--- config.mk ---
export PLATFORM = sky130hd
export DESIGN_NAME = mld_scan
export DESIGN_NICKNAME = d
export VERILOG_FILES = /design/src/rtl/core/mld_pkg.sv /design/src/rtl/core/mld_scan.sv
export SDC_FILE = /design/constraint.sdc
export NUM_CORES = 1
export LEC_CHECK = 0
export BUFFER_PORTS_ARGS = -buffer_cell sky130_fd_sc_hd__buf_2
export CAP_MARGIN = 20
export CELL_PAD_IN_SITES_DETAIL_PLACEMENT = 1
export CELL_PAD_IN_SITES_GLOBAL_PLACEMENT = 2
export CORE_MARGIN = 2
export CORE_UTILIZATION = 32
export CTS_CLUSTER_SIZE = 16
export DETAILED_ROUTE_END_ITERATION = 10
export GPL_ROUTABILITY_DRIVEN = 0
export HOLD_SLACK_MARGIN = 0.02
export PLACE_DENSITY_LB_ADDON = 0.12
export SYNTH_ARGS = -nofsm -noshare
export SYNTH_HDL_FRONTEND = slang
export SYNTH_SLANG_ARGS = --single-unit
--- constraint.sdc ---
create_clock -name clk -period 4.2 [get_ports clk]
set_input_delay 0.84 -clock clk [delete_from_list [all_inputs] [get_ports clk]]
set_output_delay 0.84 -clock clk [all_outputs]
set_load 0.01 [all_outputs]
--- src/rtl/core/mld_pkg.sv ---
// mld_pkg: shared types and constants of the mip level downsampler
// no dependencies
`default_nettype none

package mld_pkg;

  // widths of the clamped geometry values
  localparam int DIM_W   = 15;
  localparam int DEPTH_W = 13;

  // raw register widths
  localparam int MODE_W  = 1;
  localparam int WIDTH_W = 13;
  localparam int HEIGHT_W = 13;
  localparam int LAYER_W = 9;
  localparam int COUNT_W = 3;

  // line store entry: four 10-bit fields
  localparam int FIELD_W = 10;
  localparam int ENTRY_W = 4 * FIELD_W;

  // apb address width and register indexes
  localparam int PADDR_W = 5;
  localparam int REG_W   = 3;
  localparam logic [REG_W-1:0] REG_DOWN_MODE       = 3'd0;
  localparam logic [REG_W-1:0] REG_LEVEL_WIDTH     = 3'd1;
  localparam logic [REG_W-1:0] REG_LEVEL_HEIGHT    = 3'd2;
  localparam logic [REG_W-1:0] REG_LEVEL_DEPTH     = 3'd3;
  localparam logic [REG_W-1:0] REG_COMPONENT_COUNT = 3'd4;

  // register reset values
  localparam logic [MODE_W-1:0]   RST_DOWN_MODE       = 1'b1;
  localparam logic [WIDTH_W-1:0]  RST_LEVEL_WIDTH     = 13'd1;
  localparam logic [HEIGHT_W-1:0] RST_LEVEL_HEIGHT    = 13'd1;
  localparam logic [LAYER_W-1:0]  RST_LEVEL_DEPTH     = 9'd1;
  localparam logic [COUNT_W-1:0]  RST_COMPONENT_COUNT = 3'd4;

  // configuration seen by the datapath
  typedef struct packed {
    logic               box;
    logic [COUNT_W-1:0] ccount;
    logic [DIM_W-1:0]   width;
    logic [DIM_W-1:0]   height;
    logic [DEPTH_W-1:0] depth;
    logic               restart;
  } cfg_t;

  // per-pixel decision from the raster scan
  typedef struct packed {
    logic [3:0][8:0] near;
    logic            odd_row;
    logic            eol;
    logic            wr;
    logic            rd;
    logic            emit;
  } step_t;

endpackage

`default_nettype wire

--- src/rtl/core/mld_scan.sv ---
// mld_scan: raster position counters, left pixel hold and per-pixel decisions
// depends on mld_pkg
`default_nettype none

module mld_scan #(
  parameter int MAX_WIDTH  = 4096,
  parameter int MAX_HEIGHT = 4096,
  parameter int MAX_DEPTH  = 256,
  parameter int AW         = 11
) (
  input  wire logic            clk,
  input  wire logic            rst,
  input  wire mld_pkg::cfg_t   cfg,
  input  wire logic            accept,
  input  wire logic [3:0][7:0] cur,
  output      mld_pkg::step_t  step,
  output      logic [AW-1:0]   addr
);
  import mld_pkg::*;

  localparam int CW = $clog2(MAX_WIDTH);
  localparam int RW = $clog2(MAX_HEIGHT);
  localparam int ZW = (MAX_DEPTH > 1) ? $clog2(MAX_DEPTH) : 1;

  logic [CW-1:0]    col;
  logic [RW-1:0]    row;
  logic [ZW-1:0]    layer;
  logic [3:0][7:0]  hold;
  logic [3:0][7:0]  left;
  logic             odd_col;
  logic             last_col;
  logic             last_row;
  logic             last_layer;
  logic             pair_done;

  // position flags
  assign odd_col    = col[0];
  assign last_col   = (DIM_W'(col) + DIM_W'(1)) >= cfg.width;
  assign last_row   = (DIM_W'(row) + DIM_W'(1)) >= cfg.height;
  assign last_layer = (DEPTH_W'(layer) + DEPTH_W'(1)) >= cfg.depth;
  assign pair_done  = odd_col || last_col;
  assign left       = odd_col ? hold : cur;
  assign addr       = AW'(col >> 1);

  // near value: pair sum in box mode, top-left pixel in point mode
  always_comb begin
    for (int c = 0; c < 4; c++) begin
      step.near[c] = cfg.box ? ({1'b0, left[c]} + {1'b0, cur[c]}) : {1'b0, left[c]};
    end
    step.odd_row = row[0];
    step.eol     = last_col && last_row && last_layer;
    step.wr      = accept && pair_done && !row[0];
    step.rd      = accept && pair_done && row[0];
    step.emit    = accept && pair_done && (row[0] || last_row);
  end

  // counters and left hold
  always_ff @(posedge clk) begin
    if (rst || cfg.restart) begin
      col   <= '0;
      row   <= '0;
      layer <= '0;
      hold  <= '0;
    end else if (accept) begin
      if (!odd_col) begin
        hold <= cur;
      end
      if (last_col) begin
        col <= '0;
        if (last_row) begin
          row   <= '0;
          layer <= last_layer ? '0 : layer + 1'b1;
        end else begin
          row <= row + 1'b1;
        end
      end else begin
        col <= col + 1'b1;
      end
    end
  end

endmodule

`default_nettype wire

==> out/metrics.cfg <==
[global_route]
grt_max_degree = 40
antenna_found_initial = 0
grt_pass1_wl_um = 26800
grt_remaining_overflow = 0
grt_pass1_vias = 5679
grt_usage_pct = 16.7

[routing]
wire_per_inst_um = 14.9
via_per_inst = 5.06
vias = 5443
first_pass_iters = 4
routed_wirelength_um = 16000
drc_errors = 0
drt-initial-drc-count = 168
postRouteAntennaNets = 0

[timing]
setup_tns_ns = 0
finalHoldViolations = 0
worst_slew_pin_slew_ns = 0.866
rsz0062_at_grt = false
finalSetupViolCount = 0
period_minus_slack_ns = 3.97
slew_viol_final = 0
max_freq_mhz = 252
clock_skew_ns = 0.00656
relSlewSlack_pct = 42.3
fin_crit_sh_pct = 94.5

[synthesis]
synth_seq_cells = 64
synth_edf_count = 0
netlist_area_um2 = 5830
synth_cells = 732
ys_types = 58
syn_avg_cell_area_um2 = 7.96
synth_ff_type = dfxtp_1
yosys_warnings = 0
yosysSeqAreaShare_pct = 22.0
syn_nets = 889
ys_async_sr_fraction_pct = 0

[cts]
clock-sinks = 64
cts.path.max_buffers = 2
cts_buffers = 9
tritoncts = yes
clk_pin_slew_ns = 0.06
clock-root-buffer = clkbuf_16
htree_levels = 3
postCtsHoldBufs = 0
worstSkewPairLatency_ns = 0.34
postCtsSetupBuffers = 0
cts_resized = 0

[setup_path]
ff2ff_path_depth = 13
start_kind = flip-flop
path_class = reg -> out
arrival_ns = 3.13
crit_fanout = 7
worstPathRequired_ns = 3.36
crit_path_end_kind = output port
r2r_slack_ns = 0.71

[cells_and_area]
drive_above_1_share_pct = 24.0
final_common_cell = buf_2
layout.nets = 998
post-route-util_pct = 38.9
syn_to_final_growth_pct = 19.5
layout_common_cells = buf_2, nor2_1, ha_1

[floorplan]
core_area_um2 = 17900
die_h_um = 139
fp.dieW_um = 139
dieArea_um2 = 19300
start_util_pct = 32.6
row_count = 49
io_pins = 135

[power_and_ir_drop]
power_mw = 1.94
powerDensity_nw_per_um2 = 279
leakage_nw = 3.36
ir_drop_mv = 0.198

[outcome]
status = completed

[placement]
hpwl_um = 12300
numPortBuffers = 131

[hold_path]
min_path_type = reg -> reg
min_path_cells = 2

[job]
cap_violations = 0

-- power breakdown --
part / switching, mW / leakage [nW] / total [mW] / internal, mW
Sequential: 0.00656 / 0.520 / 0.626 / 0.620
Combinational: 0.266 / 2.69 / 0.487 / 0.220
Clock: 0.293 / 0.154 / 0.829 / 0.536
-- routing by layer --
| layer | share of wire, % | track usage (%) | wire length [um] | up-vias |
|---|---|---|---|---|
| met5 | 0 | 0 | 0 | - |
| met4 | 1.2 | 4.15 | 191 | 0 |
| met3 | 4.5 | 4.18 | 724 | 14 |
| met2 | 50 | 30.6 | 7990 | 88 |
| met1 | 44 | 19.6 | 7090 | 2594 |
| li1 | - | - | - | 2747 |
-- through the flow --
stage / worst slack [ns] / cells / hold WS, ns / cell area (um^2)
after CTS: 0.0448 / 1075 / 0.480 / 6930
after global placement: 0.445 / 1059 / 0.464 / 6610
after global routing: 0.00424 / 1075 / 0.502 / 6960
final: 0.232 / 1076 / 0.479 / 6960
after floorplan: 0.671 / 732 / 0.454 / 5830
after detailed placement: 0.423 / 1059 / 0.475 / 6610
-- worst paths after layout --
path | endpoint | startpoint
hold reg to reg | hold[13] | hold[13]
hold / removal | hold[13] | hold[13]
setup / recovery | step[3] | row[1]
setup reg to reg | layer[6] | row[1]
-- worst max-delay path: stages (launching register included) --
cell and delay (ns):
dfxtp_1 0.39, ha_1 0.25, and3_2 0.26, and3_2 0.23
and3_1 0.26, xor2_1 0.17, ha_1 0.26, o21ai_0 0.10
o21bai_1 0.10, a211oi_2 0.30, o22ai_4 0.16, and3_1 0.18
buf_2 0.13
-- logic make-up (layout without fill, tap and decap cells) --
group | after synthesis | after routing | synth area share (%)
buffers and inverters | 106 | 220 | 8.33
adder cells (fa/ha/maj) | 74 | 74 | 16.4
flip-flops | 64 | 64 | 22.0
XOR/XNOR | 47 | 47 | 7.19
AND/OR/NAND/NOR | 214 | 214 | 18.4
multiplexers | 49 | 49 | 8.85
other | 0 | 1 | 0
AO/OA/AOI/OAI | 178 | 178 | 18.8
-- cell usage after synthesis (3+ instances only) --
master    instances  share of area, %
nand2b_1         13               1.4
nor2b_1           6              0.64
mux2i_1          29               5.0
clkbuf_1         21               1.4
buf_1             3              0.19
a22oi_1           4              0.52
mux2_2           20               3.9
buf_4            13               1.7
nand3b_1         11               1.4
nand4_1           5              0.54
or3b_1            5              0.75
nand3_1          18               1.5
buf_2             4              0.34
a21oi_1          60               5.2
o21bai_1          6              0.77
ha_1             70                15
nand2_1          45               2.9
a211oi_2          3              0.64
o21a_1            5              0.64
or3_1             3              0.32
xor2_1           25               3.8
xnor2_1          21               3.2
inv_1            62               4.0
a211oi_1         20               2.6
fa_1              4               1.4
nor2_1           79               5.1
and3_1           10               1.1
o21ai_0          50               4.3
or2_2             3              0.32
dfxtp_1          64                22
a21o_1           19               2.4
-- state kept, by name (all words and copies together), names as in the netlist --
register and cells:
col 12, hold 32, layer 8, row 12
-- layout make-up --
cell class / count / area (um^2)
fillers: 2192 / 10900
multi-input cells: 562 / 4090
flip-flops and latches: 64 / 1280
repair buffers: 142 / 751
well taps: 229 / 287
clock buffers: 13 / 250
inverters: 62 / 233
clock inverters: 3 / 65.1
diodes: 1 / 2.50
Note: power is estimated with default switching activity, not from simulation.
