$ cat src/rtl/core/mld_pkg.sv
// mld_pkg: shared types and constants of the mip level downsampler
// no dependencies
`default_nettype none

package mld_pkg;

  // widths of the clamped geometry values
  localparam int DIM_W   = 15;
  localparam int DEPTH_W = 13;

  // raw register widths
  localparam int MODE_W  = 1;
  localparam int WIDTH_W = 13;
  localparam int HEIGHT_W = 13;
  localparam int LAYER_W = 9;
  localparam int COUNT_W = 3;

  // line store entry: four 10-bit fields
  localparam int FIELD_W = 10;
  localparam int ENTRY_W = 4 * FIELD_W;

  // apb address width and register indexes
  localparam int PADDR_W = 5;
  localparam int REG_W   = 3;
  localparam logic [REG_W-1:0] REG_DOWN_MODE       = 3'd0;
  localparam logic [REG_W-1:0] REG_LEVEL_WIDTH     = 3'd1;
  localparam logic [REG_W-1:0] REG_LEVEL_HEIGHT    = 3'd2;
  localparam logic [REG_W-1:0] REG_LEVEL_DEPTH     = 3'd3;
  localparam logic [REG_W-1:0] REG_COMPONENT_COUNT = 3'd4;

  // register reset values
  localparam logic [MODE_W-1:0]   RST_DOWN_MODE       = 1'b1;
  localparam logic [WIDTH_W-1:0]  RST_LEVEL_WIDTH     = 13'd1;
  localparam logic [HEIGHT_W-1:0] RST_LEVEL_HEIGHT    = 13'd1;
  localparam logic [LAYER_W-1:0]  RST_LEVEL_DEPTH     = 9'd1;
  localparam logic [COUNT_W-1:0]  RST_COMPONENT_COUNT = 3'd4;

  // configuration seen by the datapath
  typedef struct packed {
    logic               box;
    logic [COUNT_W-1:0] ccount;
    logic [DIM_W-1:0]   width;
    logic [DIM_W-1:0]   height;
    logic [DEPTH_W-1:0] depth;
    logic               restart;
  } cfg_t;

  // per-pixel decision from the raster scan
  typedef struct packed {
    logic [3:0][8:0] near;
    logic            odd_row;
    logic            eol;
    logic            wr;
    logic            rd;
    logic            emit;
  } step_t;

endpackage

`default_nettype wire

$ cat src/rtl/core/mld_regs.sv
// mld_regs: apb configuration registers and geometry clamping
// depends on mld_pkg
`default_nettype none

module mld_regs #(
  parameter int MAX_WIDTH  = 4096,
  parameter int MAX_HEIGHT = 4096,
  parameter int MAX_DEPTH  = 256
) (
  input  wire logic                      clk,
  input  wire logic                      rst,
  input  wire logic                      psel,
  input  wire logic                      penable,
  input  wire logic                      pwrite,
  input  wire logic [mld_pkg::PADDR_W-1:0] paddr,
  input  wire logic [31:0]               pwdata,
  output      logic [31:0]               prdata,
  output      logic                      pready,
  output      mld_pkg::cfg_t             cfg
);
  import mld_pkg::*;

  localparam logic [DIM_W-1:0]   MAXW_C = DIM_W'(MAX_WIDTH);
  localparam logic [DIM_W-1:0]   MAXH_C = DIM_W'(MAX_HEIGHT);
  localparam logic [DEPTH_W-1:0] MAXD_C = DEPTH_W'(MAX_DEPTH);

  logic [MODE_W-1:0]   down_mode;
  logic [WIDTH_W-1:0]  level_width;
  logic [HEIGHT_W-1:0] level_height;
  logic [LAYER_W-1:0]  level_depth;
  logic [COUNT_W-1:0]  component_count;
  logic [REG_W-1:0]    idx;
  logic                wr_en;
  logic [DIM_W-1:0]    w_ext;
  logic [DIM_W-1:0]    h_ext;
  logic [DEPTH_W-1:0]  d_ext;

  assign pready = 1'b1;
  assign idx    = paddr[PADDR_W-1:2];
  assign wr_en  = psel && penable && pwrite;

  // register writes
  always_ff @(posedge clk) begin
    if (rst) begin
      down_mode       <= RST_DOWN_MODE;
      level_width     <= RST_LEVEL_WIDTH;
      level_height    <= RST_LEVEL_HEIGHT;
      level_depth     <= RST_LEVEL_DEPTH;
      component_count <= RST_COMPONENT_COUNT;
    end else if (wr_en) begin
      case (idx)
        REG_DOWN_MODE:       down_mode       <= pwdata[MODE_W-1:0];
        REG_LEVEL_WIDTH:     level_width     <= pwdata[WIDTH_W-1:0];
        REG_LEVEL_HEIGHT:    level_height    <= pwdata[HEIGHT_W-1:0];
        REG_LEVEL_DEPTH:     level_depth     <= pwdata[LAYER_W-1:0];
        REG_COMPONENT_COUNT: component_count <= pwdata[COUNT_W-1:0];
        default: ;
      endcase
    end
  end

  // read back
  always_comb begin
    case (idx)
      REG_DOWN_MODE:       prdata = 32'(down_mode);
      REG_LEVEL_WIDTH:     prdata = 32'(level_width);
      REG_LEVEL_HEIGHT:    prdata = 32'(level_height);
      REG_LEVEL_DEPTH:     prdata = 32'(level_depth);
      REG_COMPONENT_COUNT: prdata = 32'(component_count);
      default:             prdata = 32'd0;
    endcase
  end

  // zero acts as one, oversize saturates at the build limit
  assign w_ext = DIM_W'(level_width);
  assign h_ext = DIM_W'(level_height);
  assign d_ext = DEPTH_W'(level_depth);

  always_comb begin
    cfg.box     = down_mode[0];
    cfg.ccount  = component_count;
    cfg.restart = wr_en && (idx inside {[REG_DOWN_MODE:REG_COMPONENT_COUNT]});

    if (w_ext == '0)          cfg.width = DIM_W'(1);
    else if (w_ext > MAXW_C)  cfg.width = MAXW_C;
    else                      cfg.width = w_ext;

    if (h_ext == '0)          cfg.height = DIM_W'(1);
    else if (h_ext > MAXH_C)  cfg.height = MAXH_C;
    else                      cfg.height = h_ext;

    if (d_ext == '0)          cfg.depth = DEPTH_W'(1);
    else if (d_ext > MAXD_C)  cfg.depth = MAXD_C;
    else                      cfg.depth = d_ext;
  end

endmodule

`default_nettype wire

$ cat config.mk
export PLATFORM = sky130hd
export DESIGN_NAME = mld_regs
export DESIGN_NICKNAME = d
export VERILOG_FILES = /design/src/rtl/core/mld_pkg.sv /design/src/rtl/core/mld_regs.sv
export SDC_FILE = /design/constraint.sdc
export NUM_CORES = 1
export LEC_CHECK = 0
export BUFFER_PORTS_ARGS = -buffer_cell sky130_fd_sc_hd__buf_2
export CAP_MARGIN = 30
export CORE_MARGIN = 4
export CORE_UTILIZATION = 25
export DETAILED_ROUTE_END_ITERATION = 6
export PLACE_DENSITY = 0.61
export SKIP_CTS_REPAIR_TIMING = 1
export SYNTH_ARGS = -nofsm -noshare
export SYNTH_HDL_FRONTEND = slang
export SYNTH_SLANG_ARGS = --single-unit
$ cat constraint.sdc
create_clock -name clk -period 3.5 [get_ports clk]
set_input_delay 0.525 -clock clk [delete_from_list [all_inputs] [get_ports clk]]
set_output_delay 0.525 -clock clk [all_outputs]
set_load 0.01 [all_outputs]
==> results_tabular.tex <==
\begin{tabular}{lr}
\hline
Metric & Value \\
\hline
\multicolumn{2}{l}{\textbf{Timing}} \\
Final worst clock skew & 0 ns \\
Number of endpoints with negative hold slack in the final report & 0 \\
Peak clock frequency supported by timing & 420 MHz \\
Setup repair after global routing missed its margin & false \\
Clock period minus worst slack & 2.38 ns \\
Count of endpoints failing setup in the final report & 0 \\
Rel. slew slack & 0.503 \\
Hold slack final & 0.494 ns \\
Worst Tran Pin Value & 0.746 ns \\
Final period util & 0.681 \\
Max-slew violation count & 0 \\
Total Neg Setup Slack & 0 ns \\
\multicolumn{2}{l}{\textbf{Placement}} \\
Placer Congestion & 0.801 \\
Area after DPL & 0.00275 mm2 \\
\# port buffers & 73 \\
Half-perimeter wire length after placement & 5300 um \\
\multicolumn{2}{l}{\textbf{Route}} \\
Routed WL per cell & 15.0 um \\
Count of antenna-violating nets left after detailed routing & 0 \\
Count of routing violations after the opening detailed-route iteration & 126 \\
Post-route DRC & 0 \\
Via density per instance & 4.35 \\
Pre-antenna DRT Iters & 4 \\
WL final & 6980 um \\
Via count & 2026 \\
\multicolumn{2}{l}{\textbf{Clock network}} \\
Clock Latency Late Sink & 0.29 ns \\
Worst-path clk slew & 0.08 ns \\
H-tree levels & 2 \\
CTS Sinks & 39 \\
Maximum buffer depth of the clock tree & 2 \\
CTS tree & built \\
Clock root buffer & clkbuf\_8 \\
CTS Buf Count & 5 \\
\multicolumn{2}{l}{\textbf{Global route}} \\
Overall track demand over capacity in global routing & 0.120 \\
Via count of the first global-routing pass & 2101 \\
Overflow left after global routing & 0 \\
Initial antenna violation count & 0 \\
Maximum number of pins on one net before global-route repair & 55 \\
Global-route wire length before repair & 10800 um \\
\multicolumn{2}{l}{\textbf{Synthesis}} \\
Post-synthesis cell count & 280 \\
Fraction of registers with async set or reset after synthesis & 0 \\
Area of the mapped netlist & 0.00245 mm2 \\
Commonest cells in the netlist & nand2b\_1, mux2i\_1, dfxtp\_1 \\
Cell taking the most area after synthesis & dfxtp\_1 \\
EDFF count, synth & 0 \\
Cells taking the most area after synthesis & dfxtp\_1, mux2i\_1, nand2b\_1 \\
Synth warn & 0 \\
Avg Inst Size Synth & 8.74 um2 \\
Yosys reg bits & 39 \\
Most common flop cell mapped by yosys & dfxtp\_1 \\
Sequential share of the synthesized area & 0.319 \\
Post-synthesis cell type count & 25 \\
Leading cell type by number of instances after synthesis & nand2b\_1 \\
Share of Yosys cell area claimed by the top area cell type & 0.319 \\
\multicolumn{2}{l}{\textbf{Worst setup path}} \\
Critical register-to-register path endpoint & level\_height[12]\$\_SDFFE\_PP0P\_ \\
Family with the most delay on the worst path & buffers and inverters \\
Kind of start point of the critical path & input pin \\
Cells along the critical path & buf\_2 > nor2b\_1 > buf\_4 > a22oi\_1 > nor2\_1 > buf\_2 \\
CP max stage delay & 0.42 ns \\
Slack of the worst reg-to-reg path & 2.44 ns \\
Maximum fanout count along the critical path & 17 \\
CP Buf/Inv Count & 3 \\
Crit path required time & 2.97 ns \\
R2r startpoint & level\_height[12]\$\_SDFFE\_PP0P\_ \\
CP Data Arrival Time & 1.86 ns \\
Crit path kind & in2out \\
Cell count of the worst reg-to-reg path & 2 \\
Crit-path slowest cell & nor2b\_1 \\
Top cell by count, worst path & buf\_2 \\
Endpoint kind of the worst setup timing path & output port \\
\multicolumn{2}{l}{\textbf{Power}} \\
Leakage power figure & 1.40 nW \\
Pwr/cell area & 302 mW/mm2 \\
Peak ir drop on the vdd network & 0.170 mV \\
\multicolumn{2}{l}{\textbf{Status}} \\
Run status & complete, no violations \\
\multicolumn{2}{l}{\textbf{Die}} \\
Number of cell rows & 35 \\
Die extent in x & 107 um \\
Initial Utilization & 0.261 \\
Die Height & 107 um \\
I/O pins & 123 \\
Area enclosed by the die boundary & 0.0114 mm2 \\
Floorplan Core Area & 0.00937 mm2 \\
\multicolumn{2}{l}{\textbf{Cells and area}} \\
Layout Area Growth over Synthesis & 16.1\% \\
Multi-input gate area & 0.00143 mm2 \\
Ant diodes & 0 \\
Final Util & 0.303 \\
Final Net Count & 378 \\
Layout cells sized above 1 & 0.270 \\
Combined flip-flop and latch cell area & 781 um2 \\
Filler cell count in the final layout & 1039 \\
Post-Layout Inst Area & 0.00284 mm2 \\
\multicolumn{2}{l}{\textbf{Worst hold path}} \\
Startpoint of the most critical hold path & component\_count[1]\$\_SDFFE\_PP0P\_ \\
Path category of the worst min-delay check & reg2reg \\
Number of cells on the worst hold path & 2 \\
End point of the most critical hold path & component\_count[1]\$\_SDFFE\_PP0P\_ \\
\multicolumn{2}{l}{\textbf{Flow run}} \\
Number of max-cap violations & 0 \\
\hline
\end{tabular}
-- worst max-delay path by stage --
stage	cells past startpoint	startpoint	to	slack (ns)
after floorplan	5	paddr[2]	prdata[3]	1.55
after detailed placement	6	paddr[2]	prdata[8]	1.12
final	6	paddr[2]	prdata[8]	1.12
after CTS	6	paddr[2]	prdata[12]	1.13
after global routing	6	paddr[2]	prdata[8]	1.01
after global placement	6	paddr[2]	prdata[8]	1.17
-- placed cells by master, fill, tap and decap left out, drive strengths merged --
master	count
nand2	2
inv	1
nor4	5
clkbuf	5
o21ai	1
mux2i	40
nor2b	32
and2b	1
a22oi	14
and3	3
a31oi	3
and4b	1
nor2	20
and2	2
o22ai	3
dfxtp	39
buf	74
nand3	1
conb	28
nor3	3
mux2	7
clkinvlp	2
nand2b	48
a21oi	1
a211oi	1
-- cells by family after synthesis --
group           synth area share
other cells              0.00307
simple gates               0.281
mux                        0.196
flops                      0.319
buf+inv                    0.135
compound gates            0.0655
-- area by class of cell --
| class | instances | share of cell area |
|---|---|---|
| timing repair buffer | 74 | 0.131 |
| clock buffer | 5 | 0.0242 |
| sequential | 39 | 0.275 |
| multi-input combinational | 216 | 0.504 |
| clock inverter | 3 | 0.00837 |
| tap | 129 | 0.0568 |
-- flip-flops by register name (all words and copies together), names as in the netlist --
register,flops
down_mode,1
component_count,3
level_width,13
level_height,13
level_depth,9
-- layer usage --
metal / share of wire / GRT usage
met1: 0.46 / 0.158
met2: 0.47 / 0.198
met3: 0.053 / 0.0289
met4: 0.013 / 0.0301
met5: 0 / 0
-- tightest hold or removal path: stages, from the launching register on --
cell and delay (ns):
dfxtp_1 0.32, nand2b_1 0.07, mux2i_1 0.06
-- where the power goes --
group          internal (mW)  leakage [nW]  switching, mW  total (mW)
clock                  0.142        0.0408          0.170       0.313
sequential             0.447         0.315        0.00450       0.451
combinational         0.0349          1.04         0.0592      0.0941
total                  0.624          1.40          0.234       0.858
-- stage by stage --
step | setup slack, ns | power, mW | cells
floorplan | 1.55 | 0.548 | 306
global placement | 1.17 | 0.553 | 458
detailed placement | 1.12 | 0.555 | 458
CTS | 1.13 | 0.865 | 466
global route | 1.01 | 0.894 | 466
finish | 1.12 | 0.858 | 466
No activity file was read; power rests on OpenSTA's default activity.
